### config.mk
export PLATFORM = sky130hd
export DESIGN_NAME = competitive_learning_cluster_core
export DESIGN_NICKNAME = d
export VERILOG_FILES = /design/src/clc_pkg.sv /design/src/competitive_learning_cluster_core.sv /design/src/clc_ram.sv /design/src/clc_item_queue.sv /design/src/clc_divider.sv /design/src/clc_engine.sv
export SDC_FILE = /design/constraint.sdc
export NUM_CORES = 2
export LEC_CHECK = 0
export BUFFER_PORTS_ARGS = -buffer_cell sky130_fd_sc_hd__buf_2
export CAP_MARGIN = 0
export CELL_PAD_IN_SITES_DETAIL_PLACEMENT = 1
export CELL_PAD_IN_SITES_GLOBAL_PLACEMENT = 1
export CORE_ASPECT_RATIO = 0.8
export CORE_MARGIN = 2
export CORE_UTILIZATION = 57
export DETAILED_ROUTE_END_ITERATION = 16
export PLACE_DENSITY_LB_ADDON = 0.1
export SETUP_SLACK_MARGIN = 0.2
export SYNTH_ARGS = -nofsm -noshare
export SYNTH_HDL_FRONTEND = slang
export SYNTH_SLANG_ARGS = --single-unit
### constraint.sdc
create_clock -name clk_i -period 24.6 [get_ports clk_i]
set_input_delay 1.23 -clock clk_i [delete_from_list [all_inputs] [get_ports clk_i]]
set_output_delay 1.23 -clock clk_i [all_outputs]
set_load 0.005 [all_outputs]
### src/clc_pkg.sv
// Shared types and constants for the competitive learning cluster core.
// No dependencies.
package clc_pkg;

  localparam int unsigned NumClustersDef = 8;
  localparam int unsigned VectorLenDef   = 16;
  localparam int unsigned ElemW          = 16;
  localparam int unsigned DistW          = 36;
  localparam int unsigned EpochW         = 10;
  localparam int unsigned ActionW        = 2;
  localparam int unsigned ClusterW       = 3;
  localparam int unsigned IndexW         = 4;

  localparam logic [ActionW-1:0] ActLoad     = 2'd0;
  localparam logic [ActionW-1:0] ActClassify = 2'd1;
  localparam logic [ActionW-1:0] ActTrain    = 2'd2;

  localparam logic [DistW-1:0] DistMax = {DistW{1'b1}};

  localparam int unsigned QueueDepth = 2;

  typedef struct packed {
    logic [ActionW-1:0]  action;
    logic [ClusterW-1:0] cluster;
    logic [IndexW-1:0]   element;
    logic [ElemW-1:0]    value;
    logic                last;
  } item_t;

endpackage

### src/competitive_learning_cluster_core.sv
// Top level: input queue front end, execution back end, result register.
// Depends on clc_pkg, clc_item_queue, clc_engine.
// The queue buffers items ahead of the engine. Load: one store write from idle. Classify/train
// element: read, wait and add per cluster, plus a square step if the difference is nonzero
// (one shared multiplier walks the clusters). Last element adds a search and an emit; train adds
// read, wait, 16-step serial divide and write per element. The result registers when emit is taken.
// Reset clears control state and distances; the prototype store is undefined until written.
module competitive_learning_cluster_core #(
  parameter int unsigned NumClusters = clc_pkg::NumClustersDef,
  parameter int unsigned VectorLen   = clc_pkg::VectorLenDef
) (
  input  logic                           clk_i,
  input  logic                           rst_ni,
  input  logic                           push,
  output logic                           full,
  input  logic [clc_pkg::ActionW-1:0]    action_i,
  input  logic [clc_pkg::ClusterW-1:0]   cluster_index_i,
  input  logic [clc_pkg::IndexW-1:0]     element_index_i,
  input  logic [clc_pkg::ElemW-1:0]      element_value_i,
  input  logic                           last_element_i,
  output logic                           empty,
  input  logic                           pop,
  output logic [clc_pkg::ClusterW-1:0]   winner_cluster_o,
  output logic [clc_pkg::DistW-1:0]      winner_distance_sq_o,
  output logic                           was_training_o,
  input  logic                           cfg_we_i,
  input  logic [clc_pkg::EpochW-1:0]     cfg_wdata_i
);

  logic [clc_pkg::EpochW-1:0] epoch_q;
  clc_pkg::item_t in_item, q_item;
  logic q_empty, q_pop;
  logic res_valid, res_train, out_valid_q;
  logic [clc_pkg::ClusterW-1:0] res_cluster;
  logic [clc_pkg::DistW-1:0] res_dist;

  assign in_item = '{action: action_i, cluster: cluster_index_i,
                     element: element_index_i, value: element_value_i,
                     last: last_element_i};

  clc_item_queue u_queue (
    .clk_i  (clk_i),
    .rst_ni (rst_ni),
    .push_i (push),
    .data_i (in_item),
    .full_o (full),
    .pop_i  (q_pop),
    .data_o (q_item),
    .empty_o(q_empty)
  );

  clc_engine #(.NumClusters(NumClusters), .VectorLen(VectorLen)) u_engine (
    .clk_i        (clk_i),
    .rst_ni       (rst_ni),
    .epoch_i      (epoch_q),
    .item_valid_i (!q_empty),
    .item_i       (q_item),
    .item_pop_o   (q_pop),
    .res_valid_o  (res_valid),
    .res_cluster_o(res_cluster),
    .res_dist_o   (res_dist),
    .res_train_o  (res_train),
    .res_free_i   (!out_valid_q || pop)
  );

  assign empty = !out_valid_q;

  always_ff @(posedge clk_i or negedge rst_ni) begin
    if (!rst_ni) begin
      epoch_q     <= clc_pkg::EpochW'(1);
      out_valid_q <= 1'b0;
    end else begin
      if (cfg_we_i) epoch_q <= cfg_wdata_i;
      if (res_valid && (!out_valid_q || pop)) begin
        out_valid_q <= 1'b1;
      end else if (pop) begin
        out_valid_q <= 1'b0;
      end
    end
  end

  always_ff @(posedge clk_i) begin
    if (res_valid && (!out_valid_q || pop)) begin
      winner_cluster_o     <= res_cluster;
      winner_distance_sq_o <= res_dist;
      was_training_o       <= res_train;
    end
  end

endmodule

### src/clc_ram.sv
// Generic single-port-write, single-port-read RAM with registered read data.
// No dependencies.
module clc_ram #(
  parameter int unsigned Width = 16,
  parameter int unsigned Depth = 128
) (
  input  logic                     clk_i,
  input  logic                     we_i,
  input  logic [$clog2(Depth)-1:0] waddr_i,
  input  logic [Width-1:0]         wdata_i,
  input  logic [$clog2(Depth)-1:0] raddr_i,
  output logic [Width-1:0]         rdata_o
);

  logic [Width-1:0] mem_q [Depth];
  logic [Width-1:0] rdata_q;

  always_ff @(posedge clk_i) begin
    if (we_i) begin
      mem_q[waddr_i] <= wdata_i;
    end
    rdata_q <= mem_q[raddr_i];
  end

  assign rdata_o = rdata_q;

endmodule

### src/clc_item_queue.sv
// Short item queue between the input front and the execution back end.
// Depends on clc_pkg.
module clc_item_queue (
  input  logic           clk_i,
  input  logic           rst_ni,
  input  logic           push_i,
  input  clc_pkg::item_t data_i,
  output logic           full_o,
  input  logic           pop_i,
  output clc_pkg::item_t data_o,
  output logic           empty_o
);

  localparam int unsigned Depth = clc_pkg::QueueDepth;
  localparam int unsigned PtrW  = $clog2(Depth);

  clc_pkg::item_t    buf_q [Depth];
  logic [PtrW-1:0]   wptr_q, wptr_d, rptr_q, rptr_d;
  logic [PtrW:0]     cnt_q, cnt_d;
  logic              do_push, do_pop;

  assign full_o  = (cnt_q == (PtrW+1)'(Depth));
  assign empty_o = (cnt_q == '0);
  assign do_push = push_i && !full_o;
  assign do_pop  = pop_i && !empty_o;
  assign data_o  = buf_q[rptr_q];

  always_comb begin
    wptr_d = wptr_q;
    rptr_d = rptr_q;
    cnt_d  = cnt_q;
    if (do_push) begin
      wptr_d = (wptr_q == PtrW'(Depth - 1)) ? '0 : wptr_q + 1'b1;
    end
    if (do_pop) begin
      rptr_d = (rptr_q == PtrW'(Depth - 1)) ? '0 : rptr_q + 1'b1;
    end
    if (do_push && !do_pop) begin
      cnt_d = cnt_q + 1'b1;
    end else if (do_pop && !do_push) begin
      cnt_d = cnt_q - 1'b1;
    end
  end

  always_ff @(posedge clk_i or negedge rst_ni) begin
    if (!rst_ni) begin
      wptr_q <= '0;
      rptr_q <= '0;
      cnt_q  <= '0;
    end else begin
      wptr_q <= wptr_d;
      rptr_q <= rptr_d;
      cnt_q  <= cnt_d;
    end
  end

  always_ff @(posedge clk_i) begin
    if (do_push) begin
      buf_q[wptr_q] <= data_i;
    end
  end

endmodule

### src/clc_divider.sv
// Iterative restoring divider: 16-bit magnitude by 10-bit epoch, one bit a cycle.
// Depends on clc_pkg.
module clc_divider (
  input  logic                         clk_i,
  input  logic                         rst_ni,
  input  logic                         start_i,
  input  logic [clc_pkg::ElemW-1:0]    dividend_i,
  input  logic [clc_pkg::EpochW-1:0]   divisor_i,
  output logic                         done_o,
  output logic [clc_pkg::ElemW-1:0]    quotient_o
);

  localparam int unsigned W  = clc_pkg::ElemW;
  localparam int unsigned DW = clc_pkg::EpochW;
  localparam int unsigned CW = $clog2(W + 1);

  logic [W-1:0]  quo_q, quo_d;
  logic [DW:0]   rem_q, rem_d;
  logic [DW-1:0] div_q, div_d;
  logic [CW-1:0] cnt_q, cnt_d;
  logic          busy_q, busy_d, done_q, done_d;
  logic [DW:0]   trial;

  assign trial      = {rem_q[DW-1:0], quo_q[W-1]};
  assign done_o     = done_q;
  assign quotient_o = quo_q;

  always_comb begin
    quo_d  = quo_q;
    rem_d  = rem_q;
    div_d  = div_q;
    cnt_d  = cnt_q;
    busy_d = busy_q;
    done_d = 1'b0;
    if (start_i) begin
      quo_d  = dividend_i;
      rem_d  = '0;
      div_d  = divisor_i;
      cnt_d  = CW'(W);
      busy_d = 1'b1;
    end else if (busy_q) begin
      if (trial >= {1'b0, div_q}) begin
        rem_d = trial - {1'b0, div_q};
        quo_d = {quo_q[W-2:0], 1'b1};
      end else begin
        rem_d = trial;
        quo_d = {quo_q[W-2:0], 1'b0};
      end
      cnt_d = cnt_q - 1'b1;
      if (cnt_q == CW'(1)) begin
        busy_d = 1'b0;
        done_d = 1'b1;
      end
    end
  end

  always_ff @(posedge clk_i or negedge rst_ni) begin
    if (!rst_ni) begin
      busy_q <= 1'b0;
      done_q <= 1'b0;
      cnt_q  <= '0;
    end else begin
      busy_q <= busy_d;
      done_q <= done_d;
      cnt_q  <= cnt_d;
    end
  end

  always_ff @(posedge clk_i) begin
    quo_q <= quo_d;
    rem_q <= rem_d;
    div_q <= div_d;
  end

endmodule

### src/clc_engine.sv
// Back end: prototype loading, sample buffering, distance accumulation, winner search and update.
// Depends on clc_pkg, clc_ram and clc_divider.
module clc_engine #(
  parameter int unsigned NumClusters = clc_pkg::NumClustersDef,
  parameter int unsigned VectorLen   = clc_pkg::VectorLenDef
) (
  input  logic                           clk_i,
  input  logic                           rst_ni,
  input  logic [clc_pkg::EpochW-1:0]     epoch_i,
  input  logic                           item_valid_i,
  input  clc_pkg::item_t                 item_i,
  output logic                           item_pop_o,
  output logic                           res_valid_o,
  output logic [clc_pkg::ClusterW-1:0]   res_cluster_o,
  output logic [clc_pkg::DistW-1:0]      res_dist_o,
  output logic                           res_train_o,
  input  logic                           res_free_i
);

  localparam int unsigned CW  = $clog2(NumClusters);
  localparam int unsigned EW  = (VectorLen > 1) ? $clog2(VectorLen) : 1;
  localparam int unsigned AW  = $clog2(NumClusters * VectorLen);
  localparam int unsigned W   = clc_pkg::ElemW;
  localparam int unsigned DW  = clc_pkg::DistW;
  localparam int unsigned CCW = $clog2(NumClusters + 1);
  localparam int unsigned ECW = $clog2(VectorLen + 1);

  typedef enum logic [3:0] {
    StIdle, StAccRead, StAccWait, StAccAdd, StSearch,
    StUpdRead, StUpdWait, StUpdDiv, StUpdWrite, StEmit
  } state_e;

  state_e             state_q;
  clc_pkg::item_t     it_q;
  logic [DW-1:0]      dist_q [NumClusters];
  logic [CCW-1:0]     cidx_q;
  logic [ECW-1:0]     eidx_q;
  logic [CW-1:0]      win_q;
  logic [DW-1:0]      best_q;
  logic [W-1:0]       wval_q;
  logic [W-1:0]       sval_q;
  logic               up_q;
  logic [W-1:0]       diff_q;
  logic [2*W-1:0]     sq_q;

  logic               we;
  logic [AW-1:0]      waddr, raddr;
  logic [W-1:0]       wdata, rdata;
  logic [W-1:0]       sbuf_q [VectorLen];
  logic               sb_ok;
  logic [EW-1:0]      sb_idx;
  logic               div_start, div_done;
  logic [W-1:0]       div_quo;
  logic [clc_pkg::EpochW-1:0] epoch_eff;
  logic [DW:0]        acc_sum;
  logic [W-1:0]       absdiff;

  clc_ram #(.Width(W), .Depth(NumClusters * VectorLen)) u_store (
    .clk_i  (clk_i),
    .we_i   (we),
    .waddr_i(waddr),
    .wdata_i(wdata),
    .raddr_i(raddr),
    .rdata_o(rdata)
  );

  assign epoch_eff = (epoch_i == '0) ? clc_pkg::EpochW'(1) : epoch_i;

  clc_divider u_div (
    .clk_i     (clk_i),
    .rst_ni    (rst_ni),
    .start_i   (div_start),
    .dividend_i(absdiff),
    .divisor_i (epoch_eff),
    .done_o    (div_done),
    .quotient_o(div_quo)
  );

  assign sb_ok  = ({28'd0, item_i.element} < 32'(VectorLen));
  assign sb_idx = EW'(item_i.element);

  assign absdiff = (sval_q >= rdata) ? sval_q - rdata : rdata - sval_q;
  assign acc_sum = {1'b0, dist_q[cidx_q[CW-1:0]]} + {{(DW+1-2*W){1'b0}}, sq_q};

  assign item_pop_o    = (state_q == StIdle) && item_valid_i;
  assign res_valid_o   = (state_q == StEmit);
  assign res_cluster_o = clc_pkg::ClusterW'(win_q);
  assign res_dist_o    = best_q;
  assign res_train_o   = (it_q.action == clc_pkg::ActTrain);
  assign div_start     = (state_q == StUpdWait);

  always_comb begin
    we    = 1'b0;
    waddr = '0;
    wdata = '0;
    raddr = '0;
    case (state_q)
      StIdle: begin
        if (item_valid_i && item_i.action == clc_pkg::ActLoad
            && {29'd0, item_i.cluster} < 32'(NumClusters) && sb_ok) begin
          we    = 1'b1;
          waddr = AW'(item_i.cluster) * AW'(VectorLen) + AW'(item_i.element);
          wdata = item_i.value;
        end
      end
      StAccRead: raddr = AW'(cidx_q) * AW'(VectorLen) + AW'(it_q.element);
      StUpdRead: raddr = AW'(win_q) * AW'(VectorLen) + AW'(eidx_q);
      StUpdWrite: begin
        we    = 1'b1;
        waddr = AW'(win_q) * AW'(VectorLen) + AW'(eidx_q);
        wdata = up_q ? wval_q + div_quo : wval_q - div_quo;
      end
      default: ;
    endcase
  end

  always_ff @(posedge clk_i or negedge rst_ni) begin
    if (!rst_ni) begin
      state_q <= StIdle;
      sq_q    <= '0;
      for (int i = 0; i < NumClusters; i++) dist_q[i] <= '0;
    end else begin
      case (state_q)
        StIdle: begin
          if (item_valid_i) begin
            it_q   <= item_i;
            cidx_q <= '0;
            if (item_i.action == clc_pkg::ActClassify
                || item_i.action == clc_pkg::ActTrain) begin
              if (sb_ok) begin
                sbuf_q[sb_idx] <= item_i.value;
                state_q <= StAccRead;
              end else if (item_i.last) begin
                state_q <= StSearch;
              end
            end
          end
        end
        StAccRead: state_q <= StAccWait;
        StAccWait: begin
          diff_q <= (rdata >= it_q.value) ? rdata - it_q.value : it_q.value - rdata;
          state_q <= StAccAdd;
        end
        StAccAdd: begin
          if (sq_q == '0 && diff_q != '0) begin
            sq_q <= diff_q * diff_q;
            diff_q <= '0;
          end else begin
            sq_q <= '0;
            dist_q[cidx_q[CW-1:0]] <= acc_sum[DW] ? clc_pkg::DistMax : acc_sum[DW-1:0];
            if (cidx_q == CCW'(NumClusters - 1)) begin
              cidx_q  <= '0;
              state_q <= it_q.last ? StSearch : StIdle;
            end else begin
              cidx_q  <= cidx_q + 1'b1;
              state_q <= StAccRead;
            end
          end
        end
        StSearch: begin
          if (cidx_q == '0) begin
            best_q <= dist_q[0];
            win_q  <= '0;
          end else if (dist_q[cidx_q[CW-1:0]] < best_q) begin
            best_q <= dist_q[cidx_q[CW-1:0]];
            win_q  <= cidx_q[CW-1:0];
          end
          if (cidx_q == CCW'(NumClusters - 1)) begin
            eidx_q  <= '0;
            state_q <= (it_q.action == clc_pkg::ActTrain) ? StUpdRead : StEmit;
            for (int i = 0; i < NumClusters; i++) dist_q[i] <= '0;
          end else begin
            cidx_q <= cidx_q + 1'b1;
          end
        end
        StUpdRead: state_q <= StUpdWait;
        StUpdWait: begin
          state_q <= StUpdDiv;
        end
        StUpdDiv: begin
          if (div_done) state_q <= StUpdWrite;
        end
        StUpdWrite: begin
          if (eidx_q == ECW'(VectorLen - 1)) begin
            state_q <= StEmit;
          end else begin
            eidx_q  <= eidx_q + 1'b1;
            state_q <= StUpdRead;
          end
        end
        StEmit: begin
          if (res_free_i) state_q <= StIdle;
        end
        default: state_q <= StIdle;
      endcase
    end
  end

  // latch update operands: sample value in the read state, stored value and direction in the read-wait state
  always_ff @(posedge clk_i) begin
    if (state_q == StUpdRead) begin
      sval_q <= sbuf_q[eidx_q[EW-1:0]];
    end
    if (state_q == StUpdWait) begin
      wval_q <= rdata;
      up_q   <= (sval_q >= rdata);
    end
  end

endmodule
==> results.md <==
- Detailed-route wire length per cell: 30.7 um
- DPL Wire Length: 247000 um
- Synth Cell Area: 130000 um2
- Clock buffer count from CTS: 295
- Clock Sink Count: 2913
- Most common cell type on the critical path: sky130_fd_sc_hd__buf_4
- Routed wire length: 406000 um
- Total negative slack for setup checks: 0 ps
- Average cell area after synthesis: 13.0 um2
- Internal reg-to-reg setup slack: 16800 ps
- Fill cells: 21400
- Achievable frequency: 128 MHz
- Hold Vio Cnt, Final: 0
- Delay of the slowest cell on the worst path: 930 ps
- Number of ports placed on the die boundary: 83
- Setup bufs post-CTS: 0
- Final setup fails: 0
- Number of nets produced by synthesis: 10500
- H-tree levels: 5
- Most common cell after layout, fill and taps aside: sky130_fd_sc_hd__edfxtp_1
- Area inside the core boundary: 226000 um2
- Worst setup path class: reg -> reg
- Top library cells by usage in the layout, fill and taps aside: sky130_fd_sc_hd__edfxtp_1 (2542), sky130_fd_sc_hd__nand2_1 (1288), sky130_fd_sc_hd__a211oi_1 (715), sky130_fd_sc_hd__nor2b_1 (545), sky130_fd_sc_hd__o21ai_0 (532)
- Synthesized netlist cell count: 10000
- Worst Path Max Fanout: 98
- Startpoint types: register
- Status: complete, but fails checks
- Area after DPL: 134000 um2
- Starting utilization of the core area: 57.4%
- Root buffer selected by CTS: sky130_fd_sc_hd__clkbuf_16
- Number of gates on the worst path with buffers counted: 15
- Die Span Y: 431 um
- Number of buffers between clock root and the deepest sink: 4
- 1st-iter DRT viols: 11300
- Initial antenna violation count: 34
- Number of synthesized flops with an enable pin: 2542
- Sequence of cells on the critical path: or3b_2 -> nor2b_4 -> buf_4 -> buf_4 -> buf_4 -> buf_4 -> buf_4 -> nor2b_1 -> a211oi_1 -> a311oi_1 -> a211oi_1 -> a21oi_1 -> o21ai_0 -> a22o_1 -> nor2_1
- GRT Overall Usage: 35.0%
- Number of standard cells in the final layout excluding fillers: 13200
- Top Family by Delay on Critical Path: buffers and inverters
- Gpl congestion: 0.900
- DP Worst Slack: 16970 ps
- Later-pin clock latency in the skew report: 900 ps
- Number of buffers and inverters on the critical path: 5
- Maximum number of pins on one net before global-route repair: 218
- Endpoint kind of the worst setup timing path: register
- Critical Path AT: 8550 ps
- Warnings, synthesis: 0
- Number of placement rows: 156
- Via count: 88200
- Total congestion overflow after global routing: 0
- Unrepaired setup endpoints after global routing: false
- Sequential fraction of the synthesis area: 65.8%
- Async set-reset flop share out of synthesis: 11.8%
- Clock-pin slew of the registers on the worst-case setup and hold paths: 60 ps
- Fin Clk Skew: 60.7 ps
- Final period utilization: 31.7%
- Post-CTS Hold Fix Bufs: 0
- Synth Flop Type: sky130_fd_sc_hd__edfxtp_1
- Post-route DRC violation count: 0
- CP Data Required Time: 25350 ps
- # port buffers: 82
- Synthesized flop and latch total: 2913
- Min Clock Period, post-route: 7800 ps
- Hold Crit Class: in -> async
- Detailed-routing iteration count for the pre-antenna-repair pass: 7
- Slew margin rel.: -8.25%
- Worst path slowest cell: sky130_fd_sc_hd__buf_4
- Clock tree from TritonCTS: built
- Synth-to-Final Area Change: 10.3%
- Violated checks: max-capacitance violations, max-slew violations
- Worst setup slack after layout: 16800 ps
- Max cap viols: 2
- DP Cell Count: 12700
- Non-Filler Cell Area, Final: 143000 um2
- Nets: 10500
- Path depth of the worst reg2reg path: 15
- Via count of the first global-routing pass: 92200
- Number of unique standard cell types used by synthesis: 83
- Routed vias/inst: 6.67
- Die ar.: 232000 um2
- Final Slew Violations: 4
- Worst-Margin Slew: 1610 ps
- Share of cells above drive strength 1: 9.67%
- Global-route wire length before repair: 601000 um
- Post-detailed-route count of antenna-violating nets: 0
- Resize count post-CTS: 0
- Die outline width: 538 um
-- kinds of logic (layout without fill, tap and decap cells) --
family,after synthesis,after routing,share of synthesized area [%]
adder cells (fa/ha/maj),434,434,5.15
buffers and inverters,1088,1290,3.25
multiplexers,193,193,2.35
AO/OA/AOI/OAI,2402,2402,12.4
AND/OR/NAND/NOR,2852,2852,10.1
XOR/XNOR,136,136,0.917
flip-flops,2913,2913,65.8
other,0,5,0
-- synth_stat cells, types with 27 or more instances --
library cell	n	area share, %
sky130_fd_sc_hd__a211oi_1	716	4.1
sky130_fd_sc_hd__a21o_1	58	0.34
sky130_fd_sc_hd__a21oi_1	273	1.1
sky130_fd_sc_hd__a22o_1	48	0.32
sky130_fd_sc_hd__a22oi_1	90	0.52
sky130_fd_sc_hd__a311oi_1	262	1.8
sky130_fd_sc_hd__a31oi_1	282	1.4
sky130_fd_sc_hd__and2_1	51	0.25
sky130_fd_sc_hd__buf_2	95	0.37
sky130_fd_sc_hd__clkbuf_1	572	1.7
sky130_fd_sc_hd__dfrtp_1	344	6.6
sky130_fd_sc_hd__edfxtp_1	2542	59
sky130_fd_sc_hd__fa_1	168	2.6
sky130_fd_sc_hd__ha_1	266	2.6
sky130_fd_sc_hd__inv_1	391	1.1
sky130_fd_sc_hd__mux2_2	55	0.48
sky130_fd_sc_hd__mux2i_1	54	0.42
sky130_fd_sc_hd__mux4_2	84	1.5
sky130_fd_sc_hd__nand2_1	1300	3.8
sky130_fd_sc_hd__nand2b_1	27	0.13
sky130_fd_sc_hd__nand3_1	330	1.3
sky130_fd_sc_hd__nand4_1	39	0.19
sky130_fd_sc_hd__nor2_1	449	1.3
sky130_fd_sc_hd__nor2b_1	549	2.6
sky130_fd_sc_hd__nor3_1	33	0.13
sky130_fd_sc_hd__o21ai_0	544	2.1
sky130_fd_sc_hd__xnor2_1	76	0.51
sky130_fd_sc_hd__xor2_1	60	0.40
-- area by class of cell --
cell class	instances	area [um2]	area share [%]
flip-flops and latches	2913	85500	59.7
multi-input cells	6017	40500	28.3
clock buffers	399	8120	5.67
well taps	3002	3760	2.62
repair buffers	372	2670	1.87
inverters	394	1480	1.03
clock inverters	125	1160	0.814
diodes	5	12.5	0.00874
-- final timing paths --
check	from	end
max in group asynchronous	rst_ni	u_engine.dist_q[111]
setup reg to reg	u_engine.state_q[3]	u_engine.u_store.rdata_o[14]
hold reg to reg	u_engine.res_dist_o[17]	winner_distance_sq_o[17]
setup / recovery	u_engine.state_q[3]	u_engine.u_store.rdata_o[14]
min in group clk_i	u_engine.res_dist_o[17]	winner_distance_sq_o[17]
hold / removal	rst_ni	u_engine.dist_q[149]
-- layer usage --
metal | part of all wire, % | global-route usage, %
met5 | 0.018 | 0
met4 | 4.1 | 13.1
met3 | 9.2 | 5.94
met2 | 46 | 54.4
met1 | 40 | 49.8
-- per-stage QoR --
step | hold slack (ps) | util, %
after CTS | 246 | 63.3
after global routing | 275 | 63.3
after detailed placement | 440 | 59.2
after floorplan | 418 | -
after global placement | 442 | 59.2
final | 302 | 63.3
-- registers in the layout (all words and copies together) (netlist names), 3 cells and up --
name	count
u_engine.u_div.rem_q	10
u_engine.cidx_q	4
u_engine.sq_q	31
u_queue.buf_q	52
u_engine.sbuf_q	256
u_engine.dist_q	288
u_engine.u_div.div_q	10
u_engine.u_div.cnt_q	5
u_engine.res_cluster_o	3
u_engine.u_store.rdata_o	16
u_engine.sval_q	16
u_engine.diff_q	16
u_engine.eidx_q	5
u_engine.u_store.mem_q	2048
u_engine.state_q	4
u_engine.wval_q	16
epoch_q	10
u_engine.it_q	23
winner_cluster_o	3
winner_distance_sq_o	36
u_engine.u_div.quotient_o	16
u_engine.res_dist_o	36
Power is left out: the tool's default activity adds up to more than one toggle a clock period on the data nets, which glitch-free logic cannot reach.
